[src/hdl/spi_nor_flash_sequencer_unit_macros.svh]
// Assertion helpers shared by the sequencer RTL.
`ifndef SPI_NOR_FLASH_SEQUENCER_UNIT_MACROS_SVH
`define SPI_NOR_FLASH_SEQUENCER_UNIT_MACROS_SVH
`ifndef SYNTHESIS
`define SNFS_ASSERT(label, clk, rst, ante, cons) \
   label: assert property (@(posedge clk) disable iff (rst) (ante) |-> (cons)) \
      else $error("%m: same-cycle check failed");
`define SNFS_ASSERT_NEXT(label, clk, rst, ante, cons) \
   label: assert property (@(posedge clk) disable iff (rst) (ante) |=> (cons)) \
      else $error("%m: next-cycle check failed");
`else
`define SNFS_ASSERT(label, clk, rst, ante, cons)
`define SNFS_ASSERT_NEXT(label, clk, rst, ante, cons)
`endif
`endif

[src/hdl/snfs_pkg.sv]
`default_nettype none
package snfs_pkg;

   localparam int SECTOR_BYTES  = 512;
   localparam int PAGE_BYTES    = 256;
   localparam int PROBE_DUMMIES = 10;

   localparam int SECTOR_SHIFT = $clog2(SECTOR_BYTES);
   localparam int PAGE_SHIFT   = $clog2(PAGE_BYTES);
   localparam int REMAIN_W     = PAGE_SHIFT + 1;

   localparam int ADDR_W   = 24;
   localparam int SECTOR_W = 15;
   localparam int OFFSET_W = 9;
   localparam int COUNT_W  = 10;
   localparam int CHUNK_W  = 9;
   localparam int LEN_W    = (REMAIN_W > COUNT_W) ? REMAIN_W : COUNT_W;
   localparam int PH_W     = 5;
   localparam int MAX_RES  = 4;
   localparam int NRES_W   = 3;
   localparam int IDX_W    = 2;

   localparam logic [2:0] CMD_PROBE = 3'd0;
   localparam logic [2:0] CMD_READ  = 3'd1;
   localparam logic [2:0] CMD_OPEN  = 3'd2;
   localparam logic [2:0] CMD_CHUNK = 3'd3;
   localparam logic [2:0] CMD_DATA  = 3'd4;
   localparam logic [2:0] CMD_CLOSE = 3'd5;
   localparam logic [2:0] CMD_XDONE = 3'd6;

   localparam logic [2:0] ACT_SEL   = 3'd0;
   localparam logic [2:0] ACT_DESEL = 3'd1;
   localparam logic [2:0] ACT_XFER  = 3'd2;
   localparam logic [2:0] ACT_WAIT  = 3'd3;
   localparam logic [2:0] ACT_REPLY = 3'd4;

   localparam logic [1:0] ST_OK       = 2'd0;
   localparam logic [1:0] ST_NOT_RDY  = 2'd1;
   localparam logic [1:0] ST_NOT_INIT = 2'd2;
   localparam logic [1:0] ST_BUSY     = 2'd3;

   localparam logic [7:0] OP_JEDEC = 8'h9F;
   localparam logic [7:0] OP_READ  = 8'h03;
   localparam logic [7:0] OP_PROG  = 8'h02;
   localparam logic [7:0] OP_ERASE = 8'h20;
   localparam logic [7:0] OP_WREN  = 8'h06;
   localparam logic [7:0] OP_RDSR  = 8'h05;
   localparam logic [7:0] MAKER_ID = 8'hEF;
   localparam logic [7:0] FILL     = 8'hFF;

   typedef struct packed {
      logic [2:0]          cmd;
      logic [SECTOR_W-1:0] sector;
      logic [OFFSET_W-1:0] offset;
      logic [COUNT_W-1:0]  count;
      logic [7:0]          data;
      logic [7:0]          miso;
   } item_type;

   typedef struct packed {
      logic [2:0]         action;
      logic [7:0]         mosi;
      logic [1:0]         status;
      logic [7:0]         read_data;
      logic [CHUNK_W-1:0] chunk_len;
      logic               last;
   } result_type;

   typedef struct packed {
      logic [NRES_W-1:0]         cnt;
      result_type [MAX_RES-1:0]  res;
   } grp_type;

   function automatic result_type mk_res(logic [2:0] act, logic [7:0] mosi, logic [1:0] st,
                                         logic [7:0] rd, logic [CHUNK_W-1:0] clen,
                                         logic last);
      result_type r;
      r.action    = act;
      r.mosi      = mosi;
      r.status    = st;
      r.read_data = rd;
      r.chunk_len = clen;
      r.last      = last;
      return r;
   endfunction

   function automatic result_type xfer_res(logic [7:0] b);
      return mk_res(ACT_XFER, b, ST_OK, 8'd0, '0, 1'b0);
   endfunction

   function automatic result_type bus_res(logic [2:0] act);
      return mk_res(act, 8'd0, ST_OK, 8'd0, '0, 1'b0);
   endfunction

   function automatic result_type reply_res(logic [1:0] st, logic last);
      return mk_res(ACT_REPLY, 8'd0, st, 8'd0, '0, last);
   endfunction

endpackage
`default_nettype wire

[src/hdl/spi_nor_flash_sequencer_unit.sv]
// A request beat is taken into the input register; its result group is then loaded into the
// result register and presented on rsp, once the result register is free to take it.
// Throughput: one request per cycle while each yields at most one result beat and rsp_tready
// stays high; a request with k result beats holds the result register for k beats (k up to 4).
// Reset (synchronous, active high): sequencer idle, flash absent, address and
// counters cleared, input and result registers emptied.
`default_nettype none
module spi_nor_flash_sequencer_unit import snfs_pkg::*; (
   input  logic        clock,
   input  logic        reset,
   input  logic        req_tvalid,
   output logic        req_tready,
   input  logic [55:0] req_tdata,   // sector[14:0], offset[23:15], count[33:24], data[41:34], miso[49:42], zero fill
   input  logic [2:0]  req_tuser,   // cmd
   output logic        rsp_tvalid,
   input  logic        rsp_tready,
   output logic [31:0] rsp_tdata,   // mosi[7:0], status[9:8], read_data[17:10], chunk_len[26:18], zero fill
   output logic [2:0]  rsp_tuser,   // action
   output logic        rsp_tlast
);

   item_type   in_ff;
   logic       in_valid_ff;
   logic       fire;
   logic       grp_ready;
   grp_type    grp;
   result_type rsp_res;

   assign fire       = in_valid_ff && grp_ready;
   assign req_tready = !in_valid_ff || fire;

   always_ff @(posedge clock) begin
      if (reset) begin
         in_valid_ff <= 1'b0;
      end else if (req_tvalid && req_tready) begin
         in_valid_ff <= 1'b1;
      end else if (fire) begin
         in_valid_ff <= 1'b0;
      end
   end

   always_ff @(posedge clock) begin
      if (req_tvalid && req_tready) begin
         in_ff.cmd    <= req_tuser;
         in_ff.sector <= req_tdata[14:0];
         in_ff.offset <= req_tdata[23:15];
         in_ff.count  <= req_tdata[33:24];
         in_ff.data   <= req_tdata[41:34];
         in_ff.miso   <= req_tdata[49:42];
      end
   end

   snfs_core u_core (
      .clock (clock),
      .reset (reset),
      .fire  (fire),
      .item  (in_ff),
      .grp   (grp)
   );

   snfs_outq u_outq (
      .clock     (clock),
      .reset     (reset),
      .fire      (fire),
      .grp       (grp),
      .grp_ready (grp_ready),
      .rsp_valid (rsp_tvalid),
      .rsp_ready (rsp_tready),
      .rsp_res   (rsp_res)
   );

   assign rsp_tdata = {5'd0, rsp_res.chunk_len, rsp_res.read_data, rsp_res.status, rsp_res.mosi};
   assign rsp_tuser = rsp_res.action;
   assign rsp_tlast = rsp_res.last;

endmodule
`default_nettype wire

[src/hdl/snfs_core.sv]
`default_nettype none
`include "spi_nor_flash_sequencer_unit_macros.svh"
module snfs_core import snfs_pkg::*; (
   input  logic     clock,
   input  logic     reset,
   input  logic     fire,
   input  item_type item,
   output grp_type  grp
);

   localparam logic [4:0] PH_IDLE     = 5'd0;
   localparam logic [4:0] PH_PR_DUMMY = 5'd1;
   localparam logic [4:0] PH_PR_JCMD  = 5'd2;
   localparam logic [4:0] PH_PR_ID0   = 5'd3;
   localparam logic [4:0] PH_PR_ID1   = 5'd4;
   localparam logic [4:0] PH_PR_ID2   = 5'd5;
   localparam logic [4:0] PH_RD_CMD   = 5'd6;
   localparam logic [4:0] PH_RD_A2    = 5'd7;
   localparam logic [4:0] PH_RD_A1    = 5'd8;
   localparam logic [4:0] PH_RD_A0    = 5'd9;
   localparam logic [4:0] PH_RD_DATA  = 5'd10;
   localparam logic [4:0] PH_ER_WREN  = 5'd11;
   localparam logic [4:0] PH_ER_CMD   = 5'd12;
   localparam logic [4:0] PH_ER_A2    = 5'd13;
   localparam logic [4:0] PH_ER_A1    = 5'd14;
   localparam logic [4:0] PH_ER_A0    = 5'd15;
   localparam logic [4:0] PH_PP_WREN  = 5'd16;
   localparam logic [4:0] PH_PP_CMD   = 5'd17;
   localparam logic [4:0] PH_PP_A2    = 5'd18;
   localparam logic [4:0] PH_PP_A1    = 5'd19;
   localparam logic [4:0] PH_PP_A0    = 5'd20;
   localparam logic [4:0] PH_PP_WAIT  = 5'd21;
   localparam logic [4:0] PH_PP_DATA  = 5'd22;
   localparam logic [4:0] PH_ER_PCMD  = 5'd23;
   localparam logic [4:0] PH_ER_POLL  = 5'd24;
   localparam logic [4:0] PH_PP_PCMD  = 5'd25;
   localparam logic [4:0] PH_PP_POLL  = 5'd26;

   logic [PH_W-1:0]     phase_ff, phase_in;
   logic                present_ff, present_in;
   logic [ADDR_W-1:0]   addr_ff, addr_in;
   logic [COUNT_W-1:0]  bytes_left_ff, bytes_left_in;
   logic [SECTOR_W-1:0] open_sector_ff, open_sector_in;
   logic [COUNT_W-1:0]  write_pos_ff, write_pos_in;
   logic [7:0]          maker_ff, maker_in;
   logic [7:0]          type_ff, type_in;

   logic [ADDR_W-1:0]   rd_addr, wr_addr;
   logic [REMAIN_W-1:0] remain;
   logic [COUNT_W-1:0]  len;
   logic [COUNT_W-1:0]  bytes_dec;
   logic                id_ok;

   assign rd_addr   = (ADDR_W'(item.sector) << SECTOR_SHIFT) + ADDR_W'(item.offset);
   assign wr_addr   = (ADDR_W'(open_sector_ff) << SECTOR_SHIFT) + ADDR_W'(write_pos_ff);
   assign remain    = REMAIN_W'(PAGE_BYTES) - REMAIN_W'(wr_addr[PAGE_SHIFT-1:0]);
   assign len       = (LEN_W'(item.count) > LEN_W'(remain)) ? COUNT_W'(remain) : item.count;
   assign bytes_dec = (bytes_left_ff != '0) ? bytes_left_ff - COUNT_W'(1) : bytes_left_ff;
   assign id_ok     = (maker_ff == MAKER_ID) && (type_ff != 8'd0);

   always_comb begin
      phase_in       = phase_ff;
      present_in     = present_ff;
      addr_in        = addr_ff;
      bytes_left_in  = bytes_left_ff;
      open_sector_in = open_sector_ff;
      write_pos_in   = write_pos_ff;
      maker_in       = maker_ff;
      type_in        = type_ff;
      grp            = '0;
      if (item.cmd <= CMD_CLOSE) begin
         if (item.cmd == CMD_DATA && phase_ff == PH_PP_WAIT) begin
            grp.res[0] = xfer_res(item.data);
            grp.cnt    = NRES_W'(1);
            phase_in   = PH_PP_DATA;
         end else if (phase_ff != PH_IDLE || item.cmd == CMD_DATA) begin
            grp.res[0] = reply_res(ST_BUSY, 1'b1);
            grp.cnt    = NRES_W'(1);
         end else if (item.cmd == CMD_PROBE) begin
            present_in    = 1'b0;
            bytes_left_in = COUNT_W'(PROBE_DUMMIES);
            grp.res[0]    = bus_res(ACT_DESEL);
            grp.res[1]    = xfer_res(FILL);
            grp.cnt       = NRES_W'(2);
            phase_in      = PH_PR_DUMMY;
         end else if (!present_ff) begin
            grp.res[0] = reply_res(ST_NOT_RDY, 1'b1);
            grp.cnt    = NRES_W'(1);
         end else begin
            case (item.cmd)
               CMD_READ: begin
                  addr_in       = rd_addr;
                  bytes_left_in = item.count;
                  grp.res[0]    = bus_res(ACT_SEL);
                  grp.res[1]    = xfer_res(OP_READ);
                  grp.cnt       = NRES_W'(2);
                  phase_in      = PH_RD_CMD;
               end
               CMD_OPEN: begin
                  open_sector_in = item.sector;
                  write_pos_in   = '0;
                  addr_in        = ADDR_W'(item.sector) << SECTOR_SHIFT;
                  grp.res[0]     = bus_res(ACT_SEL);
                  grp.res[1]     = xfer_res(OP_WREN);
                  grp.cnt        = NRES_W'(2);
                  phase_in       = PH_ER_WREN;
               end
               CMD_CHUNK: begin
                  addr_in       = wr_addr;
                  bytes_left_in = len;
                  write_pos_in  = write_pos_ff + len;
                  grp.res[0]    = mk_res(ACT_REPLY, 8'd0, ST_OK, 8'd0, len[CHUNK_W-1:0], 1'b0);
                  grp.res[1]    = bus_res(ACT_SEL);
                  grp.res[2]    = xfer_res(OP_WREN);
                  grp.cnt       = NRES_W'(3);
                  phase_in      = PH_PP_WREN;
               end
               default: begin
                  grp.res[0] = reply_res(ST_OK, 1'b1);
                  grp.cnt    = NRES_W'(1);
               end
            endcase
         end
      end else if (item.cmd == CMD_XDONE) begin
         case (phase_ff)
            PH_PR_DUMMY: begin
               bytes_left_in = bytes_dec;
               if (bytes_dec != '0) begin
                  grp.res[0] = xfer_res(FILL);
                  grp.cnt    = NRES_W'(1);
               end else begin
                  grp.res[0] = bus_res(ACT_SEL);
                  grp.res[1] = xfer_res(OP_JEDEC);
                  grp.cnt    = NRES_W'(2);
                  phase_in   = PH_PR_JCMD;
               end
            end
            PH_PR_JCMD, PH_PR_ID0, PH_PR_ID1: begin
               if (phase_ff == PH_PR_ID0) begin
                  maker_in = item.miso;
               end
               if (phase_ff == PH_PR_ID1) begin
                  type_in = item.miso;
               end
               grp.res[0] = xfer_res(FILL);
               grp.cnt    = NRES_W'(1);
               phase_in   = phase_ff + PH_W'(1);
            end
            PH_PR_ID2: begin
               present_in = id_ok;
               grp.res[0] = bus_res(ACT_DESEL);
               grp.res[1] = reply_res(id_ok ? ST_OK : ST_NOT_INIT, 1'b1);
               grp.cnt    = NRES_W'(2);
               phase_in   = PH_IDLE;
            end
            PH_RD_CMD, PH_ER_CMD, PH_PP_CMD: begin
               grp.res[0] = xfer_res(addr_ff[23:16]);
               grp.cnt    = NRES_W'(1);
               phase_in   = phase_ff + PH_W'(1);
            end
            PH_RD_A2, PH_ER_A2, PH_PP_A2: begin
               grp.res[0] = xfer_res(addr_ff[15:8]);
               grp.cnt    = NRES_W'(1);
               phase_in   = phase_ff + PH_W'(1);
            end
            PH_RD_A1, PH_ER_A1, PH_PP_A1: begin
               grp.res[0] = xfer_res(addr_ff[7:0]);
               grp.cnt    = NRES_W'(1);
               phase_in   = phase_ff + PH_W'(1);
            end
            PH_RD_A0: begin
               if (bytes_left_ff == '0) begin
                  grp.res[0] = bus_res(ACT_DESEL);
                  grp.res[1] = reply_res(ST_OK, 1'b1);
                  grp.cnt    = NRES_W'(2);
                  phase_in   = PH_IDLE;
               end else begin
                  grp.res[0] = xfer_res(FILL);
                  grp.cnt    = NRES_W'(1);
                  phase_in   = PH_RD_DATA;
               end
            end
            PH_RD_DATA: begin
               bytes_left_in = bytes_dec;
               if (bytes_dec == '0) begin
                  grp.res[0] = bus_res(ACT_DESEL);
                  grp.res[1] = mk_res(ACT_REPLY, 8'd0, ST_OK, item.miso, '0, 1'b1);
                  grp.cnt    = NRES_W'(2);
                  phase_in   = PH_IDLE;
               end else begin
                  grp.res[0] = mk_res(ACT_REPLY, 8'd0, ST_OK, item.miso, '0, 1'b0);
                  grp.res[1] = xfer_res(FILL);
                  grp.cnt    = NRES_W'(2);
               end
            end
            PH_ER_WREN, PH_PP_WREN: begin
               grp.res[0] = bus_res(ACT_DESEL);
               grp.res[1] = bus_res(ACT_WAIT);
               grp.res[2] = bus_res(ACT_SEL);
               grp.res[3] = xfer_res((phase_ff == PH_ER_WREN) ? OP_ERASE : OP_PROG);
               grp.cnt    = NRES_W'(4);
               phase_in   = (phase_ff == PH_ER_WREN) ? PH_ER_CMD : PH_PP_CMD;
            end
            PH_ER_A0: begin
               grp.res[0] = bus_res(ACT_DESEL);
               grp.res[1] = bus_res(ACT_SEL);
               grp.res[2] = xfer_res(OP_RDSR);
               grp.cnt    = NRES_W'(3);
               phase_in   = PH_ER_PCMD;
            end
            PH_PP_A0, PH_PP_DATA: begin
               if (phase_ff == PH_PP_DATA) begin
                  bytes_left_in = bytes_dec;
               end
               if (((phase_ff == PH_PP_DATA) ? bytes_dec : bytes_left_ff) != '0) begin
                  phase_in = PH_PP_WAIT;
               end else begin
                  grp.res[0] = bus_res(ACT_DESEL);
                  grp.res[1] = bus_res(ACT_SEL);
                  grp.res[2] = xfer_res(OP_RDSR);
                  grp.cnt    = NRES_W'(3);
                  phase_in   = PH_PP_PCMD;
               end
            end
            PH_ER_PCMD, PH_PP_PCMD: begin
               grp.res[0] = xfer_res(FILL);
               grp.cnt    = NRES_W'(1);
               phase_in   = phase_ff + PH_W'(1);
            end
            PH_ER_POLL, PH_PP_POLL: begin
               if (item.miso[0]) begin
                  grp.res[0] = xfer_res(FILL);
                  grp.cnt    = NRES_W'(1);
               end else begin
                  grp.res[0] = bus_res(ACT_DESEL);
                  grp.res[1] = reply_res(ST_OK, 1'b1);
                  grp.cnt    = NRES_W'(2);
                  phase_in   = PH_IDLE;
               end
            end
            default: begin
               phase_in = phase_ff;
            end
         endcase
      end
   end

   always_ff @(posedge clock) begin
      if (reset) begin
         phase_ff       <= PH_IDLE;
         present_ff     <= 1'b0;
         addr_ff        <= '0;
         bytes_left_ff  <= '0;
         open_sector_ff <= '0;
         write_pos_ff   <= '0;
         maker_ff       <= '0;
         type_ff        <= '0;
      end else if (fire) begin
         phase_ff       <= phase_in;
         present_ff     <= present_in;
         addr_ff        <= addr_in;
         bytes_left_ff  <= bytes_left_in;
         open_sector_ff <= open_sector_in;
         write_pos_ff   <= write_pos_in;
         maker_ff       <= maker_in;
         type_ff        <= type_in;
      end
   end

   `SNFS_ASSERT(a_wait_has_bytes, clock, reset, phase_ff == PH_PP_WAIT, bytes_left_ff != '0)
   `SNFS_ASSERT(a_probe_absent, clock, reset, phase_ff == PH_PR_DUMMY || phase_ff == PH_PR_JCMD || phase_ff == PH_PR_ID0 || phase_ff == PH_PR_ID1 || phase_ff == PH_PR_ID2, !present_ff)
   `SNFS_ASSERT(a_phase_legal, clock, reset, 1'b1, phase_ff <= PH_PP_POLL)

endmodule
`default_nettype wire

[src/hdl/snfs_outq.sv]
`default_nettype none
`include "spi_nor_flash_sequencer_unit_macros.svh"
module snfs_outq import snfs_pkg::*; (
   input  logic       clock,
   input  logic       reset,
   input  logic       fire,
   input  grp_type    grp,
   output logic       grp_ready,
   output logic       rsp_valid,
   input  logic       rsp_ready,
   output result_type rsp_res
);

   grp_type          grp_ff;
   logic             valid_ff;
   logic [IDX_W-1:0] idx_ff;
   logic             beat;
   logic             last_entry;
   logic             load;

   assign beat       = valid_ff && rsp_ready;
   assign last_entry = ({1'b0, idx_ff} == (grp_ff.cnt - NRES_W'(1)));
   assign grp_ready  = !valid_ff || (rsp_ready && last_entry);
   assign load       = fire && (grp.cnt != '0);
   assign rsp_valid  = valid_ff;
   assign rsp_res    = grp_ff.res[idx_ff];

   always_ff @(posedge clock) begin
      if (reset) begin
         valid_ff <= 1'b0;
         idx_ff   <= '0;
      end else if (load) begin
         valid_ff <= 1'b1;
         idx_ff   <= '0;
      end else if (beat) begin
         if (last_entry) begin
            valid_ff <= 1'b0;
         end else begin
            idx_ff <= idx_ff + IDX_W'(1);
         end
      end
   end

   always_ff @(posedge clock) begin
      if (load) begin
         grp_ff <= grp;
      end
   end

   `SNFS_ASSERT(a_group_nonempty, clock, reset, valid_ff, grp_ff.cnt != '0)
   `SNFS_ASSERT(a_idx_in_group, clock, reset, valid_ff, {1'b0, idx_ff} < grp_ff.cnt)
   `SNFS_ASSERT_NEXT(a_group_advance, clock, reset, beat && !last_entry, valid_ff && idx_ff == $past(idx_ff) + IDX_W'(1))

endmodule
`default_nettype wire

[config.mk]
export PLATFORM = sky130hd
export DESIGN_NAME = spi_nor_flash_sequencer_unit
export DESIGN_NICKNAME = d
export VERILOG_FILES = /design/src/hdl/snfs_pkg.sv /design/src/hdl/spi_nor_flash_sequencer_unit.sv /design/src/hdl/snfs_core.sv /design/src/hdl/snfs_outq.sv
export VERILOG_INCLUDE_DIRS = /design/src /design/src/hdl
export SDC_FILE = /design/constraint.sdc
export NUM_CORES = 1
export LEC_CHECK = 0
export ABC_AREA = 1
export BUFFER_PORTS_ARGS = -buffer_cell sky130_fd_sc_hd__buf_2
export CORE_UTILIZATION = 34
export DETAILED_ROUTE_END_ITERATION = 10
export PLACE_DENSITY = 0.62
export SYNTH_ARGS = -nofsm -noshare
export SYNTH_HDL_FRONTEND = slang
export SYNTH_HIERARCHICAL = 1
export SYNTH_SLANG_ARGS = --single-unit
[constraint.sdc]
create_clock -name clock -period 9.5 [get_ports clock]
set_input_delay 0.95 -clock clock [delete_from_list [all_inputs] [get_ports clock]]
set_output_delay 0.95 -clock clock [all_outputs]
set_load 0.01 [all_outputs]
* After elaboration in Yosys (flattened, before gate mapping) *
Index checks and enable logic that the tools add are counted.

storage, ports and cells
  flip-flop bits (word level) = 265
  output and inout port bits = 38
  logic and storage cells = 238
  input bits = 63

cells by class
  mux-type cells = 78
  bitwise logic cells = 7
  order comparisons = 3
  eq/ne operators = 44
  add/sub/neg operators = 8
  reduce and logical (&&, ||, !) cells = 56

operators with widths
  operator                                             number
  two-way mux 62 bit                                   5
  one-hot mux 31 bit (10 select lines)                 1
  two-way mux 31 bit                                   7
  one-hot mux 31 bit (7 select lines)                  1
  two-way mux 30 bit                                   6
  two-way mux 127 bit                                  1
  one-hot mux 30 bit (2 select lines)                  2
  two-way mux 93 bit                                   1
  two-way mux 92 bit                                   1
  two-way mux 10 bit                                   9
  one-hot mux 24 bit (3 select lines)                  1
  binary-select mux 31 bit (select 2 bit)              1
  one-hot mux 31 bit (2 select lines)                  1
  one-hot mux 10 bit (2 select lines)                  3
  equality test 5 bit, second input constant           11
  two-way mux 5 bit                                    10
  one-hot mux 5 bit (9 select lines)                   1
  equality test 5 x 4 -> 1 bit, second input constant  8
  nonzero test 10 bit                                  4
  AND reduction 7 bit                                  4
  adder 24 x 10 -> 24 bit                              1
  adder 24 x 9 -> 24 bit                               1
  one-hot mux 3 bit (8 select lines)                   1
  equality test 5 x 3 -> 1 bit, second input constant  4
  49 further kinds                                     111

* Longest topological paths before layout *
Gate-level depths: netlist of run 1.

  word-level depth = 12
  gate-level depth with buffers = 28
  gate-level depth less buffers = 27

* By module *
The synthesis of run 1 kept the hierarchy.

modules (own cells, without submodules)
  module                        instances  cells an instance  sequential area each (um^2)  area each (um^2)
  snfs_core                     1          1093               1621.6                       6902.9
  snfs_outq                     1          337                3873.7                       4883.4
  spi_nor_flash_sequencer_unit  1          67                 1611.5                       1687.9

* Worst setup path after synthesis of run 1 *
No wires, ideal clock.

  kind = flip-flop to flip-flop
  start point = reg u_core.bytes_left_ff[0]
  end point = reg u_outq.idx_ff[0]
  library setup time = 0.127 ns
  required time = 9.373 ns
  cell stages (with the launch flop) = 22
  slack = 1.308 ns
  path buffers = 1
  arrival = 8.065 ns
  period minus slack after synthesis = 8.192 ns
  path through = dfxtp_1 > inv_1 > ha_1 > nand2_2 > nor2_4 > nand2_2 > buf_6 > nand2_4 > nand2_1 > o21ai_1 > nand2_1 > nor2_1 > nand4_1 > nand2_1 > inv_2 > nand2_1 > nand2_1 > nand2_1 > nor3_1 > nor2_1 > or2_2 > a21oi_1

RTL lines
  element                 line              source
  start, declared         snfs_core.sv:42   logic [COUNT_W-1:0] bytes_left_ff, bytes_left_in;
  start signal, assigned  snfs_core.sv:262  bytes_left_ff <= bytes_left_in;
  end signal, assigned    snfs_outq.sv:39   idx_ff <= idx_ff + IDX_W'(1);
  end, declared           snfs_outq.sv:16   logic [IDX_W-1:0] idx_ff;

==> results of run 1 <==
==> layer usage <==
metal  vias to the layer above  share of wire [%]
met1                      4789                 46
met5                         -                  0
met2                       273                 46
met3                        49                5.8
li1                       5132                  -
met4                         0                2.2
==> logic make-up (layout without fill, tap and decap cells) <==
logic type | count (synthesis) | count (layout) | synth area share, %
simple gates | 577 | 577 | 18.92
other cells | 2 | 70 | 0.05574
xor+xnor | 17 | 17 | 1.105
compound gates | 343 | 343 | 14.47
flops | 265 | 265 | 52.74
fa+ha+maj | 29 | 29 | 2.749
buf+inv | 264 | 279 | 9.964
==> metrics by stage <==
step           std cells  hold slack (ns)
2_1_floorplan       1565           0.4297
3_3_place_gp        2044           0.4433
3_5_place_dp        2044           0.4521
4_1_cts             2098           0.4610
5_1_grt             2098           0.4858
6_report            2098           0.4568
==> final cells by class <==
class | count | area [um2]
fillers | 3915 | 23780
clock buffers | 41 | 852.1
multi-input cells | 1036 | 5301
repair buffers | 98 | 513.0
inverters | 127 | 486.7
flip-flops and latches | 265 | 7108
clock inverters | 13 | 133.9
well taps | 518 | 648.1
==> path summary, 6_finish.rpt <==
check / cells past startpoint / from / to / slack (ns)
max: 17 / u_core/phase_ff[0] / u_outq/grp_ff[69] / 4.15
min: 2 / u_core/maker_ff[3] / u_core/maker_ff[3] / 0.46
max reg2reg: 17 / u_core/phase_ff[0] / u_outq/grp_ff[69] / 4.15
min reg2reg: 2 / u_core/maker_ff[3] / u_core/maker_ff[3] / 0.46
==> worst max-delay path: cells and delay by family, from the launching register on <==
kind          cells  cell delay, ns
simple gates     11            2.42
buf+inv           5            1.88
fa+ha+maj         1            0.26
flops             1            0.38
==> cells in the final DEF, fill, tap and decap left out, drive strengths merged, types with 4 or more instances in the layout <==
cell type / synthesis / final
nand2: 249 / 249
nor2: 201 / 201
edfxtp: 180 / 180
o21ai: 159 / 159
inv: 125 / 128
buf: 100 / 98
a21oi: 91 / 91
dfxtp: 85 / 85
conb: 2 / 70
nand3: 65 / 65
clkbuf: 37 / 41
o22ai: 35 / 35
nor3: 30 / 30
ha: 28 / 28
a221oi: 18 / 18
xor2: 13 / 13
nand4: 11 / 11
a31oi: 9 / 9
or2: 9 / 9
a211oi: 8 / 8
o211ai: 8 / 8
clkinv: 2 / 8
o21a: 4 / 4
xnor2: 4 / 4
and2: 4 / 4
nor4: 4 / 4
nand3b: 4 / 4
==> power breakdown <==
group | switching [uW] | total, uW | internal [uW]
Clock | 459 | 1140 | 681
Sequential | 22.1 | 1310 | 1290
Combinational | 181 | 258 | 77.0
==> registers in the layout, summed over array words and instances, names as in the netlist <==
signal                 count
u_core/open_sector_ff     15
in_valid_ff                1
u_core/type_ff             8
u_core/bytes_left_ff      10
in_ff                     53
u_outq/grp_ff            127
u_outq/rsp_valid           1
u_core/present_ff          1
u_core/addr_ff            24
u_core/write_pos_ff       10
u_outq/idx_ff              2
u_core/phase_ff            5
u_core/maker_ff            8
==> results.yml, run 1 <==
clock_network:
  cts_max_path_buffers: 3
  postCtsSetupRepairBufs: 0
  path_clk_slew_ns: 0.06
  h-tree-depth: 1
  cts_hold_buf: 0
  cts_made_buffers: 29
  cts.sinks: 265
  clockRootBuffer: "clkbuf_16"
  insertion_delay_ns: 0.56
  cts_tree: "built"
  cts_resized: 0
sta:
  clock.fmax_mhz: 186.9
  relSlewSlack_pct: 30.55
  tightestPinTransition_ns: 1.039
  fin_crit_sh_pct: 56.31
  slew_viol_final: 0
  period_needed_ns: 5.350
  setup_viol: 0
  fin_tns_setup_ns: 0
  setup_slack_ns: 4.150
  finalHoldViolCount: 0
  fin_skew_ns: 0.01229
  rsz0062_at_grt: "false"
cells_and_area:
  fin_area_mm2: 0.01504
  syn2layout_area_growth_pct: 11.64
  diodes: 0
  postLayoutCoreUtil_pct: 38.74
  drive_above_1_share_pct: 13.99
  finalNetCount: 1649
synth:
  synth_top_area_share_pct: 40.12
  synth-edff-count: 180
  netlist_instances: 1497
  synth_common_cells: "226 x nand2_1, 189 x nor2_1, 180 x edfxtp_1"
  synthFlopType: "edfxtp_1"
  syn_area_mm2: 0.01347
  yosys.area.top_type: "edfxtp_1"
  synth.distinct_cells: 53
  yosysMostFrequentCell: "nand2_1"
  async_reset_ff_share_pct: 0
  ys_seq_area_share_pct: 52.74
  netlist_top_cells_area: "edfxtp_1 40%, dfxtp_1 13%, nand2_1 6.3%"
  synth_area_per_cell_um2: 9.001
  ys_ff_latch: 265
  yosysWarnings: 6
power_and_ir_drop:
  peakVddDrop_mv: 0.1234
  p_per_area_mw_per_mm2: 180.1
  total_power_uw: 2709
  p_leak_uw: 0.006013
detailed_routing:
  avgViaCountPerCell: 4.882
  routedWlPerCell_um: 16.00
  route.final.wire_length_um: 33560
  drt_iter0_markers: 876
  ant_nets: 0
  vias: 10240
  dr.pass1.iters: 5
  drc: 0
global_routing:
  grt_util_met1_pct: 23.07
  grt_usage_pct: 16.55
  grt_pass1_wl_um: 53440
  antenna_found_initial: 1
  use_met2_pct: 26.50
  grt.busiest_layer: "met2"
  grt_pass1_vias: 9872
  grtUsageMet3_pct: 2.922
  grt_start_max_net_pins: 67
  grt_remaining_overflow: 0
worst_setup_path:
  path_common_cell: "nand2_1"
  path_class: "flop to flop"
  critical_path.startpoint_type: "flop"
  crit_path_end_kind: "flop"
  worstPathArrival_ns: 5.54
  cp.required_ns: 9.69
  cp_max_fo: 48
  crit_chain: "inv_1, ha_1, nand3_1, clkinv_1, nand3_1, nand3_1, nor2_1, nand4_1, nand2_1, inv_2, nand2_1, nand2_1, nand2_1, nor3_1, nor2_4, buf_4, buf_4"
  slowest_stage: "nor2_4"
  max_stage_delay_ns: 0.78
placed_design:
  preCtsSetupSlack_ns: 4.134
  place.gp.congestion: 0.8881
  dp_hpwl_um: 23790
  port_buffers: 89
  place_area_mm2: 0.01406
run_status:
  status: "completed"
floorplan:
  die_h_um: 201.1
  die-width_um: 201.1
  dieArea_mm2: 0.04043
  ios: 101
  core.rowCount: 72
  start_util_pct: 34.70
  coreArea_mm2: 0.03883
min_path:
  hp-class: "flop to flop"
run:
  cap_violations: 0
Power figures use the tool's default switching activity.
==> run 2: changes to the inputs <==
PLACE_DENSITY = 0.64   (was 0.62)
clock period = 4.35 ns   (was 9.5 ns; I/O delays follow)
==> run 2 against run 1 <==
Flip-flop and latch count did not move. Highest routed layer unchanged. Critical path type unchanged. Core utilization is 0.58 points higher. Worst hold slack got worse by 0.41 ns. Critical endpoint is now u_core/write_pos_ff[7]. Cell count rose by 1.2%. Clock skew is 0.0020 ns higher. Clock-buffer cell count is 2 lower. Non-clock buffer count increased by 25. Register-to-register slack got worse by 3.9 ns. Setup slack lost 3.9 ns.
==> results.yml, run 2 (synthesized netlist as in run 1, its figures left out) <==
run_status:
  status: "completed"
clock_network:
  path_clk_slew_ns: 0.06
  cts_tree: "built"
  h-tree-depth: 1
  cts.sinks: 265
  cts_max_path_buffers: 3
  cts_hold_buf: 0
  insertion_delay_ns: 0.56
  cts_made_buffers: 29
  clockRootBuffer: "clkbuf_16"
placed_design:
  port_buffers: 89
  place.gp.congestion: 0.9076
  place_area_mm2: 0.01423
  dp_hpwl_um: 24490
worst_setup_path:
  critical_path.startpoint_type: "flop"
  worstSetupStartpoint: "u_core/write_pos_ff[2]"
  cp.required_ns: 4.76
  reg2reg_depth: 25
  crit_end: "u_core/write_pos_ff[7]"
  reg2reg_from: "u_core/write_pos_ff[2]"
  cp_max_fo: 15
  worstPathArrival_ns: 4.50
  reg2reg_slack_ns: 0.26
  crit_path_end_kind: "flop"
  r2r_end: "u_core/write_pos_ff[7]"
  path_class: "flop to flop"
floorplan:
  start_util_pct: 34.70
  coreArea_mm2: 0.03883
  die_h_um: 201.1
  die-width_um: 201.1
  dieArea_mm2: 0.04043
  core.rowCount: 72
  ios: 101
cells_and_area:
  top_register: "u_outq/grp_ff"
  multiInputGateArea_mm2: 0.005371
  diodes: 0
  regArea_mm2: 0.007108
  fillCellCount: 3892
  final_cell_mix: "225 x nand2_1, 187 x nor2_1, 180 x edfxtp_1"
  final_common_cell: "nand2_1"
  drive_above_1_share_pct: 16.26
  postLayoutCoreUtil_pct: 39.33
  finalNetCount: 1674
  syn2layout_area_growth_pct: 13.32
  fin_area_mm2: 0.01527
  reg.largest.list: "u_outq/grp_ff: 127 flops, in_ff: 53 flops, u_core/addr_ff: 24 flops"
  largest_reg_flops: 127
detailed_routing:
  dr.pass1.iters: 5
  ant_nets: 0
  avgViaCountPerCell: 4.891
  drt_iter0_markers: 831
  vias: 10380
  routedWlPerCell_um: 16.09
  route.final.wire_length_um: 34160
  drc: 0
power_and_ir_drop:
  p_leak_uw: 0.006131
  total_power_uw: 5835
  peakVddDrop_mv: 0.3010
  p_per_area_mw_per_mm2: 382.1
sta:
  finalHoldViolCount: 0
  clock.fmax_mhz: 244.3
  fin_crit_sh_pct: 94.10
  slew_viol_final: 0
  period_needed_ns: 4.093
  setup_viol: 0
  fin_skew_ns: 0.01428
  relSlewSlack_pct: 42.09
  tightestPinTransition_ns: 0.8629
  hold_slack_ns: 0.04736
global_routing:
  grt_usage_pct: 16.74
  grt_pass1_wl_um: 54090
  grt_remaining_overflow: 0
  grt_start_max_net_pins: 101
  grt_pass1_vias: 9908
  antenna_found_initial: 1
min_path:
  hp-class: "input pin to flop"
run:
  cap_violations: 0
==> run 2: worst min path at each step <==
| stage | from | cells past startpoint | endpoint |
|---|---|---|---|
| finish | req_tdata[13] | 1 | in_ff[48] |
| global route | req_tdata[2] | 1 | in_ff[37] |
| CTS | req_tdata[26] | 1 | in_ff[18] |
| detailed placement | u_core/maker_ff[3] | 2 | u_core/maker_ff[3] |
| global placement | u_core/maker_ff[3] | 2 | u_core/maker_ff[3] |
| floorplan | u_core/maker_ff[3] | 2 | u_core/maker_ff[3] |
==> run 2: what timing repair did <==
item / CTS / global route
endpoints found under the setup margin: 2 / 6
pin swaps: 0 / 9
setup buffers: 0 / 5
gates resized for setup: 2 / 22
cloned: 0 / 0
==> run 2: critical path, cell delays in order, from the launching register on <==
cell      delay, ns
dfxtp_1        0.33
nor3_2         0.27
nand3_2        0.14
nor3_2         0.16
xor2_1         0.20
inv_1          0.07
ha_1           0.29
nand4_1        0.15
nor3_2         0.21
o21ai_1        0.09
o211ai_1       0.16
nand2_2        0.13
buf_6          0.17
nand2_1        0.10
o21ai_2        0.09
ha_1           0.39
nand3_1        0.10
nand2_1        0.09
nand2_1        0.08
nand2_1        0.07
a21oi_1        0.07
nor2_1         0.11
o22ai_1        0.09
or2_2          0.28
nand3_1        0.07
a21oi_1        0.06
==> run 2: area by class of cell <==
type,count,share of cell area (%)
multi-input combinational,1036,35.18
clock inverter,15,0.9997
tap,518,4.245
sequential,265,46.55
clock buffer,39,5.064
inverter,127,3.187
timing repair buffer,123,4.777
==> run 2: metal layers <==
layer / GRT usage, % / up-vias / wire [um]
met2: 27.48 / 245 / 15950
met5: 0 / - / 0
met3: 2.549 / 54 / 1559
li1: - / 5195 / -
met1: 23.08 / 4890 / 15950
met4: 4.035 / 0 / 699
==> run 2: power breakdown <==
part | leakage [uW] | total, uW | switching (uW) | internal [uW]
Clock | 0.000449 | 2390 | 1010 | 1380
Sequential | 0.00237 | 2870 | 52.9 | 2810
Combinational | 0.00331 | 581 | 398 | 182
==> run 2: metrics by stage <==
step	cells	setup TNS, ns	setup WS (ns)
2_1_floorplan	1565	0	0.0005538
3_3_place_gp	2064	0	0.05988
3_5_place_dp	2064	-0.1262	-0.06647
4_1_cts	2118	0	0.02880
5_1_grt	2123	-0.1906	-0.08275
6_report	2123	0	0.2567
